**src/sv/mseu_pkg.sv**
```systemverilog
// shared types, constants and codes of the mips subset execute unit
`default_nettype none
package mseu_pkg;

  localparam int unsigned DUMP_REGS = 26;
  localparam int unsigned XLEN      = 32;
  localparam int unsigned RIDX_W    = 5;
  localparam int unsigned STEP_W    = 2;

  localparam logic [XLEN-1:0]   HALT_WORD = 32'hFFFF_FFFF;
  localparam logic [RIDX_W-1:0] DUMP_LAST = RIDX_W'(DUMP_REGS - 1);

  // opcodes
  localparam logic [5:0] OP_RTYPE = 6'b000000;
  localparam logic [5:0] OP_J     = 6'b000010;
  localparam logic [5:0] OP_BEQ   = 6'b000100;
  localparam logic [5:0] OP_BNE   = 6'b000101;
  localparam logic [5:0] OP_ADDI  = 6'b001000;
  localparam logic [5:0] OP_SLTI  = 6'b001010;
  localparam logic [5:0] OP_DUMP  = 6'b111111;

  // r-type funct codes
  localparam logic [5:0] FN_SLL = 6'b000000;
  localparam logic [5:0] FN_SRL = 6'b000010;
  localparam logic [5:0] FN_ADD = 6'b100000;
  localparam logic [5:0] FN_SUB = 6'b100010;

  // result status codes
  localparam logic [2:0] ST_EXEC    = 3'd0;
  localparam logic [2:0] ST_HALT    = 3'd1;
  localparam logic [2:0] ST_BAD_OP  = 3'd2;
  localparam logic [2:0] ST_BAD_FN  = 3'd3;
  localparam logic [2:0] ST_DUMP    = 3'd4;
  localparam logic [2:0] ST_IGNORED = 3'd5;

  // microcode addresses
  localparam logic [STEP_W-1:0] STEP_FETCH = 2'd0;
  localparam logic [STEP_W-1:0] STEP_EXEC  = 2'd1;
  localparam logic [STEP_W-1:0] STEP_DRD   = 2'd2;
  localparam logic [STEP_W-1:0] STEP_DOUT  = 2'd3;

  typedef enum logic [1:0] {
    C_NEVER    = 2'd0,
    C_NO_INPUT = 2'd1,
    C_NOT_DUMP = 2'd2,
    C_MORE     = 2'd3
  } cond_t;

  // one microcode control word
  typedef struct packed {
    logic              in_en;
    logic              exec_en;
    logic              drd_en;
    logic              dout_en;
    logic              wait_out;
    cond_t             cond;
    logic [STEP_W-1:0] target;
  } ctl_t;

  // datapath flags seen by the sequencer
  typedef struct packed {
    logic in_fire;
    logic is_dump;
    logic more;
    logic stall;
  } seq_stat_t;

  // outcome of one instruction
  typedef struct packed {
    logic [XLEN-1:0]   next_pc;
    logic [2:0]        status;
    logic              we;
    logic [RIDX_W-1:0] dest;
    logic [XLEN-1:0]   value;
    logic              halt;
    logic              is_dump;
  } exec_t;

endpackage
`default_nettype wire

```
**src/sv/mseu_regfile.sv**
```systemverilog
// 32 x 32 register file, one write port, two registered read ports, reset by valid bits
`default_nettype none
module mseu_regfile (
  input  wire                          clk,
  input  wire                          rst_n,
  input  wire                          we,
  input  wire  [mseu_pkg::RIDX_W-1:0]  waddr,
  input  wire  [mseu_pkg::XLEN-1:0]    wdata,
  input  wire                          rd_en,
  input  wire  [mseu_pkg::RIDX_W-1:0]  raddr_a,
  input  wire  [mseu_pkg::RIDX_W-1:0]  raddr_b,
  output logic [mseu_pkg::XLEN-1:0]    rdata_a,
  output logic [mseu_pkg::XLEN-1:0]    rdata_b
);
  import mseu_pkg::*;

  localparam int unsigned DEPTH = 1 << RIDX_W;

  logic [XLEN-1:0]  mem [DEPTH];
  logic [DEPTH-1:0] valid_r;
  logic [XLEN-1:0]  rdata_a_r;
  logic [XLEN-1:0]  rdata_b_r;

  always_ff @(posedge clk) begin
    if (we) begin
      mem[waddr] <= wdata;
    end
  end

  // entries never written since reset read as zero
  always_ff @(posedge clk) begin
    if (!rst_n) begin
      valid_r <= '0;
    end else if (we) begin
      valid_r[waddr] <= 1'b1;
    end
  end

  always_ff @(posedge clk) begin
    if (rd_en) begin
      rdata_a_r <= valid_r[raddr_a] ? mem[raddr_a] : '0;
      rdata_b_r <= valid_r[raddr_b] ? mem[raddr_b] : '0;
    end
  end

  assign rdata_a = rdata_a_r;
  assign rdata_b = rdata_b_r;

endmodule
`default_nettype wire

```
**src/sv/mseu_alu.sv**
```systemverilog
// instruction decode and execute: result value, next pc and status
`default_nettype none
module mseu_alu (
  input  wire  [mseu_pkg::XLEN-1:0] instr,
  input  wire  [mseu_pkg::XLEN-1:0] pc,
  input  wire  [mseu_pkg::XLEN-1:0] a,
  input  wire  [mseu_pkg::XLEN-1:0] b,
  input  wire                       halted,
  output mseu_pkg::exec_t           res
);
  import mseu_pkg::*;

  logic [5:0]        op;
  logic [5:0]        fn;
  logic [4:0]        sa;
  logic [XLEN-1:0]   simm;
  logic [XLEN-1:0]   seq;

  assign op   = instr[31:26];
  assign fn   = instr[5:0];
  assign sa   = instr[10:6];
  assign simm = {{16{instr[15]}}, instr[15:0]};
  assign seq  = pc + 32'd4;

  always_comb begin
    res         = '0;
    res.next_pc = seq;
    res.status  = ST_EXEC;
    if (halted) begin
      res.next_pc = pc;
      res.status  = ST_IGNORED;
    end else if (instr == HALT_WORD) begin
      res.next_pc = pc;
      res.status  = ST_HALT;
      res.halt    = 1'b1;
    end else begin
      unique case (op) inside
        OP_RTYPE: begin
          res.we   = 1'b1;
          res.dest = instr[15:11];
          unique case (fn)
            FN_ADD:  res.value = a + b;
            FN_SUB:  res.value = a - b;
            FN_SLL:  res.value = b << sa;
            FN_SRL:  res.value = b >> sa;
            default: begin
              res.we     = 1'b0;
              res.dest   = '0;
              res.status = ST_BAD_FN;
            end
          endcase
        end
        OP_J: res.next_pc = {4'b0000, instr[25:0], 2'b00};
        OP_BEQ, OP_BNE: begin
          if ((op == OP_BEQ) == (a == b)) begin
            res.next_pc = seq + {simm[29:0], 2'b00};
          end
        end
        OP_ADDI: begin
          res.we    = 1'b1;
          res.dest  = instr[20:16];
          res.value = a + simm;
        end
        OP_SLTI: begin
          res.we    = 1'b1;
          res.dest  = instr[20:16];
          res.value = {31'd0, ($signed(a) < $signed(simm))};
        end
        OP_DUMP: begin
          res.status  = ST_DUMP;
          res.is_dump = 1'b1;
        end
        default: res.status = ST_BAD_OP;
      endcase
    end
  end

endmodule
`default_nettype wire

```
**src/sv/mseu_sequencer.sv**
```systemverilog
// microcode rom and step counter with conditional jumps
`default_nettype none
module mseu_sequencer (
  input  wire                 clk,
  input  wire                 rst_n,
  input  mseu_pkg::seq_stat_t stat,
  output mseu_pkg::ctl_t      ctl
);
  import mseu_pkg::*;

  logic [STEP_W-1:0] step_r;
  logic [STEP_W-1:0] step_nxt;
  logic              jump;

  // program: fetch, execute, then for dump a read / emit loop
  always_comb begin
    unique case (step_r)
      STEP_FETCH: ctl = '{in_en: 1'b1, exec_en: 1'b0, drd_en: 1'b0, dout_en: 1'b0,
                          wait_out: 1'b0, cond: C_NO_INPUT, target: STEP_FETCH};
      STEP_EXEC:  ctl = '{in_en: 1'b0, exec_en: 1'b1, drd_en: 1'b0, dout_en: 1'b0,
                          wait_out: 1'b1, cond: C_NOT_DUMP, target: STEP_FETCH};
      STEP_DRD:   ctl = '{in_en: 1'b0, exec_en: 1'b0, drd_en: 1'b1, dout_en: 1'b0,
                          wait_out: 1'b0, cond: C_NEVER, target: STEP_FETCH};
      STEP_DOUT:  ctl = '{in_en: 1'b0, exec_en: 1'b0, drd_en: 1'b0, dout_en: 1'b1,
                          wait_out: 1'b1, cond: C_MORE, target: STEP_DRD};
      default:    ctl = '{in_en: 1'b0, exec_en: 1'b0, drd_en: 1'b0, dout_en: 1'b0,
                          wait_out: 1'b0, cond: C_NEVER, target: STEP_FETCH};
    endcase
  end

  always_comb begin
    unique case (ctl.cond)
      C_NEVER:    jump = 1'b0;
      C_NO_INPUT: jump = !stat.in_fire;
      C_NOT_DUMP: jump = !stat.is_dump;
      C_MORE:     jump = stat.more;
      default:    jump = 1'b0;
    endcase
  end

  always_comb begin
    if (ctl.wait_out && stat.stall) begin
      step_nxt = step_r;
    end else if (jump) begin
      step_nxt = ctl.target;
    end else begin
      step_nxt = step_r + STEP_W'(1);
    end
  end

  always_ff @(posedge clk) begin
    if (!rst_n) begin
      step_r <= STEP_FETCH;
    end else begin
      step_r <= step_nxt;
    end
  end

endmodule
`default_nettype wire

```
**src/sv/mips_subset_execute_unit_top.sv**
```systemverilog
// top level of the mips subset execute unit: sequencer, register file, alu, output register
`default_nettype none
// usage
//   in_*   : one 32-bit instruction word per handshake, fetched at the current pc
//   out_*  : result words; tdata carries pc_of_instr, next_pc, status, reg_written,
//            dest_reg, dest_value; tlast marks the final word of an instruction
//   cfg_*  : writing start_pc also loads the program counter; write only when idle
// timing
//   a microcoded sequencer runs fetch -> execute; the register file read is
//   registered, so an ordinary instruction's operands are read at acceptance
//   and its result is loaded into the output register by the execute step; the
//   next word is taken only after that execute step is done
//   the dump opcode walks registers 0 .. DUMP_REGS-1 through the read port,
//   reading each entry in the read step and emitting it in the emit step
// reset
//   synchronous, active low; register file reads as zero, pc = 0, not halted
// back pressure
//   a single output register holds the result; while it is full and out_tready
//   is low the execute and dump-emit steps wait, and a new instruction is still
//   accepted in the fetch step
module mips_subset_execute_unit_top (
  input  wire          clk,
  input  wire          rst_n,
  input  wire          in_tvalid,
  output logic         in_tready,
  input  wire  [31:0]  in_tdata,   // [31:0] instr
  output logic         out_tvalid,
  input  wire          out_tready,
  output logic [111:0] out_tdata,  // [31:0] pc_of_instr, [63:32] next_pc, [66:64] status,
                                   // [67] reg_written, [72:68] dest_reg, [104:73] dest_value
  output logic         out_tlast,
  input  wire          cfg_we,
  input  wire  [31:0]  cfg_wdata   // start_pc
);
  import mseu_pkg::*;

  ctl_t      ctl;
  seq_stat_t stat;
  exec_t     ex;

  logic [XLEN-1:0]   instr_r;
  logic [XLEN-1:0]   pc_r;
  logic [XLEN-1:0]   ipc_r;
  logic              halted_r;
  logic [RIDX_W-1:0] idx_r;

  // output register
  logic              ov_r;
  logic [XLEN-1:0]   o_pc_r;
  logic [XLEN-1:0]   o_npc_r;
  logic [2:0]        o_status_r;
  logic              o_wr_r;
  logic [RIDX_W-1:0] o_dest_r;
  logic [XLEN-1:0]   o_value_r;
  logic              o_last_r;

  logic              in_fire;
  logic              stall;
  logic              exec_go;
  logic              dout_go;
  logic              emit_exec;
  logic              load_out;
  logic              rf_we;
  logic              rf_rd_en;
  logic [RIDX_W-1:0] rf_raddr_a;
  logic [XLEN-1:0]   rdata_a;
  logic [XLEN-1:0]   rdata_b;

  assign in_tready = ctl.in_en;
  assign in_fire   = in_tvalid && in_tready;
  assign stall     = ov_r && !out_tready;
  assign exec_go   = ctl.exec_en && !stall;
  assign dout_go   = ctl.dout_en && !stall;
  assign emit_exec = exec_go && !ex.is_dump;
  assign load_out  = emit_exec || dout_go;
  assign rf_we     = exec_go && ex.we;

  assign stat.in_fire = in_fire;
  assign stat.is_dump = ex.is_dump;
  assign stat.more    = (idx_r != DUMP_LAST);
  assign stat.stall   = stall;

  mseu_sequencer u_seq (
    .clk   (clk),
    .rst_n (rst_n),
    .stat  (stat),
    .ctl   (ctl)
  );

  // port a serves rs in fetch and the dump index in the dump loop
  assign rf_rd_en   = in_fire || ctl.drd_en;
  assign rf_raddr_a = ctl.drd_en ? idx_r : in_tdata[25:21];

  mseu_regfile u_rf (
    .clk     (clk),
    .rst_n   (rst_n),
    .we      (rf_we),
    .waddr   (ex.dest),
    .wdata   (ex.value),
    .rd_en   (rf_rd_en),
    .raddr_a (rf_raddr_a),
    .raddr_b (in_tdata[20:16]),
    .rdata_a (rdata_a),
    .rdata_b (rdata_b)
  );

  mseu_alu u_alu (
    .instr  (instr_r),
    .pc     (pc_r),
    .a      (rdata_a),
    .b      (rdata_b),
    .halted (halted_r),
    .res    (ex)
  );

  always_ff @(posedge clk) begin
    if (in_fire) begin
      instr_r <= in_tdata;
    end
  end

  // architectural state
  always_ff @(posedge clk) begin
    if (!rst_n) begin
      pc_r     <= '0;
      halted_r <= 1'b0;
      idx_r    <= '0;
      ipc_r    <= '0;
    end else begin
      if (cfg_we) begin
        pc_r <= cfg_wdata;
      end else if (exec_go) begin
        pc_r <= ex.next_pc;
      end
      if (exec_go) begin
        halted_r <= halted_r || ex.halt;
        idx_r    <= '0;
        ipc_r    <= pc_r;
      end else if (dout_go) begin
        idx_r <= idx_r + RIDX_W'(1);
      end
    end
  end

  always_ff @(posedge clk) begin
    if (!rst_n) begin
      ov_r <= 1'b0;
    end else if (load_out) begin
      ov_r <= 1'b1;
    end else if (out_tready) begin
      ov_r <= 1'b0;
    end
  end

  always_ff @(posedge clk) begin
    if (emit_exec) begin
      o_pc_r     <= pc_r;
      o_npc_r    <= ex.next_pc;
      o_status_r <= ex.status;
      o_wr_r     <= ex.we;
      o_dest_r   <= ex.dest;
      o_value_r  <= ex.value;
      o_last_r   <= 1'b1;
    end else if (dout_go) begin
      o_pc_r     <= ipc_r;
      o_npc_r    <= pc_r;
      o_status_r <= ST_DUMP;
      o_wr_r     <= 1'b0;
      o_dest_r   <= idx_r;
      o_value_r  <= rdata_a;
      o_last_r   <= (idx_r == DUMP_LAST);
    end
  end

  assign out_tvalid = ov_r;
  assign out_tlast  = o_last_r;
  assign out_tdata  = {7'd0, o_value_r, o_dest_r, o_wr_r, o_status_r, o_npc_r, o_pc_r};

  // once halted, only reset leaves the halt
  a_halt_sticky: assert property (@(posedge clk) disable iff (!rst_n)
    halted_r |=> halted_r)
    else $error("halt flag dropped without reset");

  // while halted the pc moves only by a configuration write
  a_halt_pc: assert property (@(posedge clk) disable iff (!rst_n)
    (halted_r && !cfg_we) |=> $stable(pc_r))
    else $error("pc changed while halted");

  // a register write always shows up as a result word marking the write
  a_write_reported: assert property (@(posedge clk) disable iff (!rst_n)
    rf_we |=> (ov_r && o_wr_r && o_last_r))
    else $error("register write without matching result");

  // input is taken only when the output side is not being loaded
  a_no_overlap: assert property (@(posedge clk) disable iff (!rst_n)
    in_fire |-> !load_out)
    else $error("input accepted during result load");

  // dump words never end early
  a_dump_last: assert property (@(posedge clk) disable iff (!rst_n)
    (dout_go && idx_r != DUMP_LAST) |=> !o_last_r)
    else $error("dump marked last too early");

endmodule
`default_nettype wire

```
**config.mk**
```make
export PLATFORM = sky130hd
export DESIGN_NAME = mips_subset_execute_unit_top
export DESIGN_NICKNAME = d
export VERILOG_FILES = /design/src/sv/mseu_pkg.sv /design/src/sv/mseu_regfile.sv /design/src/sv/mseu_alu.sv /design/src/sv/mseu_sequencer.sv /design/src/sv/mips_subset_execute_unit_top.sv
export SDC_FILE = /design/constraint.sdc
export NUM_CORES = 2
export LEC_CHECK = 0
export BUFFER_PORTS_ARGS = -buffer_cell sky130_fd_sc_hd__clkbuf_2
export CAP_MARGIN = 10
export CORE_ASPECT_RATIO = 0.6
export CORE_MARGIN = 1.5
export CORE_UTILIZATION = 48
export CTS_CLUSTER_DIAMETER = 200
export DETAILED_ROUTE_END_ITERATION = 8
export GPL_TIMING_DRIVEN = 1
export SYNTH_ARGS = -nofsm -noshare
export SYNTH_HDL_FRONTEND = slang
export SYNTH_HIERARCHICAL = 1
export SYNTH_SLANG_ARGS = --single-unit
```
**constraint.sdc**
```tcl
create_clock -name clk -period 15.4 [get_ports clk]
set_input_delay 3.08 -clock clk [delete_from_list [all_inputs] [get_ports clk]]
set_output_delay 3.08 -clock clk [all_outputs]
set_load 0.05 [all_outputs]
```
* Word level (Yosys, flattened, before mapping) *
Memory sizes are Yosys's and may differ from the RTL's. A register that Yosys moved wholly into a read port is not among the register bits.
Cells that the tools add are included.

storage, ports and cells
  register bits = 243
  bits in latches = 0
  RAM bits = 1,024
  bits in read-only memories = 0
  input bits = 69
  output and inout port bits = 115
  word-level logic and storage cells = 121
  memories = 1

memory list
  memory    words  bits a word  read ports  clocked after Yosys merged registers in  write ports  line                text
  u_rf.mem  32     32           2           2                                        1            mseu_regfile.sv:19  logic [XLEN-1:0] mem [DEPTH];

operators by class
  add/subtract/negate cells = 7
  multiply operators = 0
  divide/modulo/power cells = 0
  order comparisons = 5
  equal/unequal tests = 20
  shift-type cells = 2
  multiplexer cells = 41
  bitwise gates (word level) = 2
  reductions and logical operators = 28

operators with widths
  kind                                                                          count
  32-bit 2-to-1 mux                                                             9
  32-bit one-hot mux with 4 select lines                                        1
  38-bit one-hot mux with 3 select lines                                        1
  32-bit adder                                                                  3
  35-bit 2-to-1 mux                                                             2
  32-bit one-hot mux with 2 select lines                                        1
  40-bit 2-to-1 mux                                                             1
  38-bit 2-to-1 mux                                                             1
  9-bit one-hot mux with 4 select lines                                         1
  32-bit by 3-bit adder with 32-bit output, second input constant               1
  32-bit equality test                                                          1
  32-bit equality test, second input constant                                   1
  32-bit by 16-bit less-than comparator with 1-bit output                       1
  32-bit OR                                                                     1
  32-bit by 5-bit left shift with 32-bit output                                 1
  32-bit by 5-bit right shift with 32-bit output                                1
  32-bit subtractor                                                             1
  6-bit equality test, second input constant                                    3
  5-bit by 6-bit less-than comparator with 1-bit output, second input constant  3
  5-bit 2-to-1 mux                                                              3
  6-bit by 2-bit equality test with 1-bit output, second input constant         2
  6-bit by 3-bit equality test with 1-bit output, second input constant         2
  6-bit by 4-bit equality test with 1-bit output, second input constant         2
  6-bit zero test                                                               2
  other kinds (25)                                                              60

* Longest topological paths before layout *
  depth in word-level cells = 11
  depth in mapped cells = 20
  gate-level depth less buffers = 20

* Hierarchy *
The synthesis kept the hierarchy.

by module, submodules not included
  module                        instances  cells each  area each (µm²)  seq. area each (µm²)
  mseu_regfile                  1          3,043       51,693.3         33,311.9
  mseu_alu                      1          1,878       12,283.0         0.0
  mips_subset_execute_unit_top  1          645         8,474.4          5,555.3
  mseu_sequencer                1          27          224.0            40.0

* Worst setup path after synthesis *
OpenSTA, ideal clock, no wires.

  path kind = input-to-reg
  start point = input out_tready
  end point = register o_dest_r[0], enable pin
  setup time = 0.462 ns
  data arrival time = 6.075 ns
  required time = 14.938 ns
  slack = 8.863 ns
  cell stages on the path = 7
  buffers on the path = 3
  path through = nand2b_1 > buf_2 > inv_2 > nor3_4 > buf_4 > buf_4 > a21o_1

on the way
  longest elaborated chain between the ends = 6
  elaborated cells on any way between the ends = 7
  classes of those cells = reduce/logical (7)

ends and longest elaborated chain
  item                            line                                                                    text
  start, declared                 mips_subset_execute_unit_top.sv:28                                      input wire out_tready,
  1-bit zero test *               mips_subset_execute_unit_top.sv:71                                      assign stall = ov_r && !out_tready;
  1-bit logical AND *             mips_subset_execute_unit_top.sv:71
  1-bit zero test *               mips_subset_execute_unit_top.sv:72, mips_subset_execute_unit_top.sv:73
  1-bit logical AND               mips_subset_execute_unit_top.sv:72                                      assign exec_go = ctl.exec_en && !stall;
  1-bit logical AND               mips_subset_execute_unit_top.sv:74                                      assign emit_exec = exec_go && !ex.is_dump;
  2-bit nonzero test (no line) *  --
  end signal, assigned            mips_subset_execute_unit_top.sv:161                                     o_dest_r <= ex.dest;
  end signal, assigned            mips_subset_execute_unit_top.sv:169                                     o_dest_r <= idx_r;
  end, declared                   mips_subset_execute_unit_top.sv:53                                      logic [RIDX_W-1:0] o_dest_r;

Mark *: on every way between the ends. The rest lies on a longest branch, timed or not.
A chain may end at the register's enable or synchronous reset.

* Final worst setup path *
  start point = input in_tdata[17]
  end point = register u_rf.rdata_b_r[6] (netlist: u_rf/rdata_b[6]), read port of u_rf.mem (data pin)

on the way
  longest elaborated chain between the ends = 3

ends and longest elaborated chain
  item                                       line                                text
  start, declared                            mips_subset_execute_unit_top.sv:26  input wire [31:0] in_tdata,
  1-bit binary-select mux with 5-bit select  mseu_regfile.sv:42                  rdata_b_r <= valid_r[raddr_b] ? mem[raddr_b] : '0;
  1-bit 2-to-1 mux (not written as such)     mseu_regfile.sv:42
  1-bit zero test (no line)                  --
  end, declared                              mseu_regfile.sv:22                  logic [XLEN-1:0] rdata_b_r;

Parallel ways exist; a longest one is shown, timed or not. The select of a mux whose other input is x is not followed.

==> reports/qor.yml <==
pwr:
  combPwrFrac: 0.364
  pwr_density_cell_mw_per_mm2: 151
  pwr-share-seq: 0.380
  ir_drop_uv: 144
  p_int_mw: 7.22
  clkPwrFrac: 0.256
  swShare: 0.397
  p_switching_mw: 4.76
  p_leak_nw: 30.0
placed_design:
  gp_congestion: 0.994
  numPortBuffers: 176
  place_inst: 7521
  dp_hpwl_um: 164000
floorplanning:
  die_w_um: 505
  core_area_mm2: 0.150
  dieArea_mm2: 0.154
  fp.dieH_um: 304
  start_util: 0.484
  num_io_pins: 184
  fp-row-count: 110
setup_path:
  cp_max_fo: 53
  crit_chain: "buf_6 > buf_4 > buf_4 > nor2b_4 > buf_4 > buf_4 > a221oi_1 > nor3_1 > a21oi_1 > and3_1"
  cp-end-kind: "register"
  cp.required_ns: 16.04
  critPathBufInv: 5
  cp_top_family: "buffers and inverters"
  cpPeakStageDelay_ns: 0.73
  start_kind: "primary input"
  cpMaxStageDelayCell: "buf_4"
  path_common_cell: "buf_4"
  cp_data_arrival_time_ns: 7.38
  crit_type: "in2reg"
sta:
  fin_skew_ns: 0.0330
  finalCritPeriodShare: 0.438
  rsz0062_at_grt: "false"
  slew_violations: 0
  fin_setup_tns_ns: 0
  setup_violations: 0
  fmaxAchievable_mhz: 148
  period_needed_ns: 6.75
  worst_slew_pin_slew_ns: 1.30
  hold_viol: 0
  slew_headroom: 0.131
route:
  drc: 0
  routed_wl_um: 275000
  viasPerCell: 7.01
  first_pass_iters: 9
  drtIter0Drc: 8504
  wl_per_cell_um: 35.5
  vias: 54400
  postRouteAntennaNets: 0
layout:
  nNetsFinal: 5867
  multiInputGateArea_mm2: 0.0316
  drive_gt1_frac: 0.178
  ff_latch_area_mm2: 0.0389
  stdcell_count: 7755
  fillers: 12500
  syn_to_final_growth_pct: 9.51
synth:
  syn_inst: 5589
  synth_area_mm2: 0.0727
  ys_warn_count: 6
  syn_avg_cell_area_um2: 13.0
clocking:
  clk_pin_slew_ns: 0.06
  cts-htree-levels: 3
  clock_latency_ns: 0.78
  cts_hold_buf: 0
  cts_resized: 0
  root_buffer: "clkbuf_16"
  cts_buffers: 121
  cts_tree: "done"
  cts_buffer_depth: 3
  postCtsSetupBuffers: 0
  clock-sinks: 1331
global_routing:
  grt_max_degree: 112
  grt_pass1_wl_um: 388000
  first_global_vias: 51300
  track_usage: 0.352
  antenna_found_initial: 9
  grt_overflow: 0
flow_run:
  drv_cap: 0
hold_path:
  hp-class: "reg2reg"
run_status:
  outcome: "complete, no violations"
## sequential cells by signal (all words and copies together), names as in the netlist, 5 cells and up
register,cells
u_rf/mem,1024
o_pc_r,32
o_dest_r,5
u_rf/rdata_b,32
o_value_r,32
instr_r,32
ipc_r,32
idx_r,5
o_npc_r,32
pc_r,32
u_rf/rdata_a,32
u_rf/valid_r,32
## layout make-up
class,instances,area share
inverter,134,0.00635
timing repair buffer,331,0.0265
clock buffer,160,0.0415
antenna,6,0.000189
multi-input combinational,3711,0.397
clock inverter,66,0.00758
sequential,1331,0.489
tap,2016,0.0317
## stage by stage
stage | utilization | hold slack (ns) | power [mW] | setup WS, ns | area [um2]
floorplan | - | 0.449 | 7.38 | 8.86 | 72700
global placement | 0.504 | 0.448 | 8.84 | 8.24 | 75600
detailed placement | 0.504 | 0.456 | 8.83 | 8.17 | 75600
CTS | 0.530 | 0.472 | 11.9 | 8.98 | 79500
global route | 0.530 | 0.491 | 12.4 | 8.70 | 79600
finish | 0.530 | 0.467 | 12.0 | 8.65 | 79600
## cell usage in the layout, fill, tap and decap left out, drive strengths merged, types with 11 or more instances in the layout
cell type	n
nand3	136
nor4	12
o21ai	377
mux2	128
a211oi	18
edfxtp	1225
ha	164
or4	12
clkinv	51
a221oi	279
nor2b	22
a21oi	314
nand3b	11
o22ai	48
o21bai	21
o221ai	16
mux4	281
inv	134
a31oi	61
nor2	358
nand2	155
nor3	110
o211ai	28
o21a	51
buf	160
o31ai	16
a21o	38
mux2i	568
a22oi	103
xor2	26
nand2b	33
and3	81
dfxtp	106
xnor2	86
clkbuf	331
and2	14
nand4	27
## routing by layer
metal / part of all wire / track usage
met4: 0.035 / 0.105
met3: 0.14 / 0.109
met1: 0.42 / 0.535
met2: 0.40 / 0.477
met5: 0.00019 / 0
## worst paths after layout
path	from	endpoint	slack, ns	cells after the start
max	in_tdata[17]	u_rf/rdata_b[6]$_SDFFCE_PN0P_	8.65	10
min	out_tlast$_SDFFE_PP1P_	out_tlast$_SDFFE_PP1P_	0.47	1
max reg2reg	instr_r[7]$_DFFE_PP_	o_value_r[30]$_DFFE_PP_	9.39	15
min reg2reg	out_tlast$_SDFFE_PP1P_	out_tlast$_SDFFE_PP1P_	0.47	1
## power groups by stage
stage	Combinational, mW	Clock [mW]	Sequential (mW)
global route	4.59	3.23	4.57
global placement	4.22	0	4.63
floorplan	2.60	0	4.78
detailed placement	4.21	0	4.62
CTS	4.23	3.09	4.55
finish	4.36	3.07	4.56
No activity file was read; power rests on OpenSTA's default activity.
